File: src/sv/rmps_ram.sv
// Generic single-write, single-read RAM with a registered read port.
// No dependencies; one instance per matrix word holds every bone's copy of it.
`default_nettype none

module rmps_ram #(
    parameter int WIDTH = 32,
    parameter int DEPTH = 32
) (
    input  wire logic                                    aclk,
    input  wire logic                                    we,
    input  wire logic [(DEPTH > 1 ? $clog2(DEPTH) : 1)-1:0] waddr,
    input  wire logic [WIDTH-1:0]                        wdata,
    input  wire logic                                    re,
    input  wire logic [(DEPTH > 1 ? $clog2(DEPTH) : 1)-1:0] raddr,
    output logic      [WIDTH-1:0]                        rdata
);

    logic [WIDTH-1:0] mem_reg [DEPTH];
    logic [WIDTH-1:0] rdata_reg;

    always_ff @(posedge aclk) begin
        if (we) begin
            mem_reg[waddr] <= wdata;
        end
        if (re) begin
            rdata_reg <= mem_reg[raddr];
        end
    end

    assign rdata = rdata_reg;

endmodule

`default_nettype wire

File: config.mk
export PLATFORM = sky130hd
export DESIGN_NAME = rmps_ram
export DESIGN_NICKNAME = d
export VERILOG_FILES = /design/src/sv/rmps_ram.sv
export SDC_FILE = /design/constraint.sdc
export NUM_CORES = 1
export LEC_CHECK = 0
export BUFFER_PORTS_ARGS = -buffer_cell sky130_fd_sc_hd__buf_2
export CORE_AREA = 3 3 277 279
export DETAILED_ROUTE_END_ITERATION = 6
export DIE_AREA = 0 0 280 282
export GPL_TIMING_DRIVEN = 0
export PLACE_DENSITY = 0.75
export SETUP_SLACK_MARGIN = 0.05
export SLEW_MARGIN = 40
export SYNTH_ARGS = -nofsm -noshare
export SYNTH_HDL_FRONTEND = slang
export SYNTH_SLANG_ARGS = --single-unit
export TNS_END_PERCENT = 20
File: constraint.sdc
create_clock -name aclk -period 4.5 [get_ports aclk]
set_clock_uncertainty 0.05 [all_clocks]
set_input_delay 1.125 -clock aclk [delete_from_list [all_inputs] [get_ports aclk]]
set_output_delay 1.125 -clock aclk [all_outputs]
set_load 0.02 [all_outputs]
## After elaboration in Yosys (flattened, before gate mapping)

Memories as Yosys holds them, arrays and structs flattened. A register that Yosys moved wholly into a read port is not among the register bits.
Index checks and enable logic that the tools add are counted.

| word-level totals | value |
|---|---|
| bits in registers | 0 |
| RAM bits | 1024 |
| input bits | 45 |
| memories kept | 1 |

| operators by class | value |
|---|---|
| multiplexer cells | 2 |

Memories:

| name | depth | bits a word | read ports | clocked after memory_dff | write ports | RTL line | source |
|---|---|---|---|---|---|---|---|
| mem_reg | 32 | 32 | 1 | 1 | 1 | 18 | `logic [WIDTH-1:0] mem_reg [DEPTH];` |

Operators by type and width:

| cell | number |
|---|---|
| $mux W1 | 2 |

## Longest topological paths before layout

| logic depth | value |
|---|---|
| word-level depth | 2 |
| depth in mapped cells | 8 |
| mapped depth without buffers | 5 |

## Worst setup path after synthesis

Ideal clock, no wire load.

| timing | value |
|---|---|
| path type | input-to-reg |
| from | input waddr[1] (netlist name) |
| to | memory mem_reg[12][0], enable pin |
| library setup time | 0.421 ns |
| stages | 3 |
| arrival | 3.138 ns |
| data required time | 4.029 ns |
| setup slack | 0.891 ns |
| cell sequence | or3b_2 clkbuf_1 nor2_1 |

RTL lines:

| element | RTL line | source |
|---|---|---|
| from (decl) | 11 | `input wire logic [(DEPTH > 1 ? $clog2(DEPTH) : 1)-1:0] waddr,` |
| to (decl) | 18 |  |

No word-level cell before the write port.

==> results.md <==
## Pwr
* 318.5 uV — Worst VDD drop
* 428.9 mW/mm2 — total power divided by cell area
* 0.02023 W — overall power
* 16.47 nW — static leakage

## Floorplanning
* 100 — row count
* 0.07896 mm2 — Die Footprint
* 282 um — vertical extent of the die
* 77 — boundary pin count
* 0.07445 mm2 — Core Area
* 54.81% — starting density of the core
* 280 um — die width

## Synth
* 0 — number of warning messages in the yosys log
* 77.71% — fraction of synthesized cell area taken by the top area cell type
* 18.06 um2 — post-synthesis area per instance
* 0.04081 mm2 — netlist area before placement
* 1,056 — synthesis-stage register bit count
* 77.71% — sequential-to-total area share from yosys stat
* 2,305 — total nets after synthesis
* 24 — number of library cell types mapped by synthesis
* sky130_fd_sc_hd__edfxtp_1 (78%), sky130_fd_sc_hd__mux2i_1 (13%), sky130_fd_sc_hd__a22oi_1 (1.8%) — most area-consuming cells after synthesis
* 2,260 — post-synthesis instance total
* sky130_fd_sc_hd__edfxtp_1 — biggest area consumer among synthesized cells

## CTS
* 0.06 ns — clock slew seen by the registers of the worst setup and hold paths
* 99 — TritonCTS Buffers
* 0 — number of buffers added for setup after CTS
* 0 — hold buffers post-CTS
* 1,056 — clock net sink count
* sky130_fd_sc_hd__clkbuf_16 — CTS Root Buffer Type
* 3 — number of levels in the clock H-tree
* 0.67 ns — clock latency of the later-clocked register in the worst-skew pair
* 0 — number of gates resized after CTS
* 3 — clk buf depth
* built — CTS tree

## Worst setup path
* 4.79 ns — Required @ worst endpoint
* sky130_fd_sc_hd__clkbuf_1 — most numerous cell on the critical path
* buffers and inverters — kind of cell with the highest combined delay on the critical path
* buf_2 -> or2_2 -> clkbuf_1 -> clkbuf_1 -> nor3_1 -> a31oi_1 -> nand3_1 — cell-by-cell trace of the critical path
* in2reg — critical setup path kind
* flip-flop — kind of end point of the critical path
* input port — critical path launch point type
* 0.60 ns — delay of the slowest cell on the worst path
* 3.34 ns — Crit path arrival time
* 3 — number of buffers and inverters on the critical path
* 10 — critical path fanouts, max
* sky130_fd_sc_hd__clkbuf_1 — slowest cell on the critical path

## Global routing
* 5.026% — routing usage on met3
* 33 — largest net degree at the start of global routing
* 143,800 um — global-route wire length before repair
* 42.41% — GR Layer Usage met2
* met2 — routing layer with the top usage in global route
* 0 — global-route congestion overflow total
* 24.94% — global-route total usage across every layer
* 31.72% — global-route track usage on met1
* 22,850 — number of global-route vias before repair
* 5 — antenna violations before repair

## Timing
* 3.051 ns — final critical path time including I/O delays and setup
* 0.8403 ns — slew of the pin with the lowest slew margin
* 0 — total setup violations reported at the end of the flow
* 0 — final hold viol count
* 0.3277 GHz — maximum clock frequency
* no — unrepaired setup endpoints after global routing
* 67.81% — portion of the clock cycle consumed by the worst path in the final layout
* 0 — count of final max-slew check failures
* 43.98% — relative slew slack
* 0.6542 ns — Post-Route Hold Slack

## Detailed routing
* 0 — Detail Route Antenna Nets
* 6.212 — number of vias per cell
* 2,479 — 1st-iter DRT viols
* 22,050 — total via count after detailed routing
* 98,010 um — sum of routed wire length over all layers
* 0 — remaining design rule violation count
* 27.62 um — routed length per placed instance
* 5 — DR pass1 iterations

## Layout
* sky130_fd_sc_hd__edfxtp_1 — most common library cell in the layout ignoring fill and taps
* 4,872 — layout filler cell count
* 2,546 — Post-layout nets
* sky130_fd_sc_hd__edfxtp_1 (1,056), sky130_fd_sc_hd__mux2i_1 (512), sky130_fd_sc_hd__buf_2 (101) — most frequent cells in the layout
* 0.04717 mm2 — Final Instance Area
* 3,549 — final standard cell count with taps included and fillers excluded
* 15.07% — fraction of final layout cells sized beyond drive strength 1
* 1,024 — max FFs per register
* 15.59% — area grow syn2layout

## Placed design
* 64,730 um — DP HPWL
* 3,369 — placed instance count
* 0.04403 mm2 — instance area after placement
* 0.8240 — final weighted congestion in routability-driven placement
* 75 — port bufs

## Run status
* finished clean — status

## Run
* 0 — max-capacitance violation count

## Worst hold path
* reg2reg — worst min-delay path class

-- tightest hold or removal path: cells and delay by family, from the launching register on --
kind             cells  cell delay (ns)
muxes                1             0.06
and+or+nand+nor      3             0.21
DFF                  1             0.32
-- layout make-up --
class,instances,area (um2),area share [%]
Sequential cell,1056,31710,67.23
Clock inverter,50,521.8,1.106
Buffer,127,754.5,1.600
Multi-Input combinational cell,1077,8587,18.21
Tap cell,969,1212,2.570
Clock buffer,124,2592,5.496
Timing Repair Buffer,140,1774,3.761
Antenna cell,6,15.01,0.03183
-- cell usage after synthesis --
cell and number:
sky130_fd_sc_hd__or3b_2 3, sky130_fd_sc_hd__a22o_1 64, sky130_fd_sc_hd__nand3_1 98, sky130_fd_sc_hd__buf_6 15
sky130_fd_sc_hd__buf_2 26, sky130_fd_sc_hd__a31oi_1 32, sky130_fd_sc_hd__mux2i_1 512, sky130_fd_sc_hd__nand2_1 98
sky130_fd_sc_hd__clkbuf_4 2, sky130_fd_sc_hd__a21oi_1 96, sky130_fd_sc_hd__nand3b_1 5, sky130_fd_sc_hd__or3_1 1
sky130_fd_sc_hd__nor2b_1 1, sky130_fd_sc_hd__clkbuf_1 46, sky130_fd_sc_hd__nand2b_1 2, sky130_fd_sc_hd__a22oi_1 96
sky130_fd_sc_hd__buf_1 5, sky130_fd_sc_hd__and2b_1 1, sky130_fd_sc_hd__and2_1 1, sky130_fd_sc_hd__nor2_1 34
sky130_fd_sc_hd__or2_2 1, sky130_fd_sc_hd__buf_4 33, sky130_fd_sc_hd__nor3_1 32, sky130_fd_sc_hd__edfxtp_1 1056
-- per-layer routing --
metal,part of all wire (%),wire length [um]
met3,9.0,8840
met4,3.8,3710
met2,50,48830
met1,37,36630
met5,0,0
-- power breakdown --
part           leakage [nW]  internal, W  total, W  switching, W
clock                  1.51      0.00455   0.00807       0.00352
sequential             9.54       0.0110    0.0110     0.0000348
combinational          5.42     0.000358   0.00114      0.000787
total                  16.5       0.0159    0.0202       0.00434
-- logic make-up (layout without fill, tap and decap cells) --
family                 Yosys count  in the layout  synth area share [%]
other                            0              6                     0
AO/OA/AOI/OAI                  288            288                 4.808
buffers and inverters          127            441                 1.846
multiplexers                   512            512                 12.56
AND/OR/NAND/NOR                277            277                 3.076
flip-flops                    1056           1056                 77.71
-- path summary, 6_finish.rpt --
| kind | from | endpoint | slack, ns | cells past startpoint |
|---|---|---|---|---|
| worst min register to register | mem_reg[26][25] | rdata[25] | 0.65 | 4 |
| worst min-delay path | mem_reg[26][25] | rdata[25] | 0.65 | 4 |
| worst max register to register | mem_reg[1][11] | rdata[11] | 2.57 | 5 |
| worst max-delay path | raddr[4] | rdata[11] | 1.45 | 7 |
-- through the flow --
step / utilization (%) / setup slack, ns / setup TNS [ns]
after detailed placement: 59.15 / 0.8903 / 0
after floorplan: - / 0.8909 / 0
after CTS: 63.33 / 1.575 / 0
final: 63.36 / 1.449 / 0
after global routing: 63.34 / 1.489 / 0
after global placement: 56.94 / -0.6817 / -294.32
Note: power is estimated with default switching activity, not from simulation.
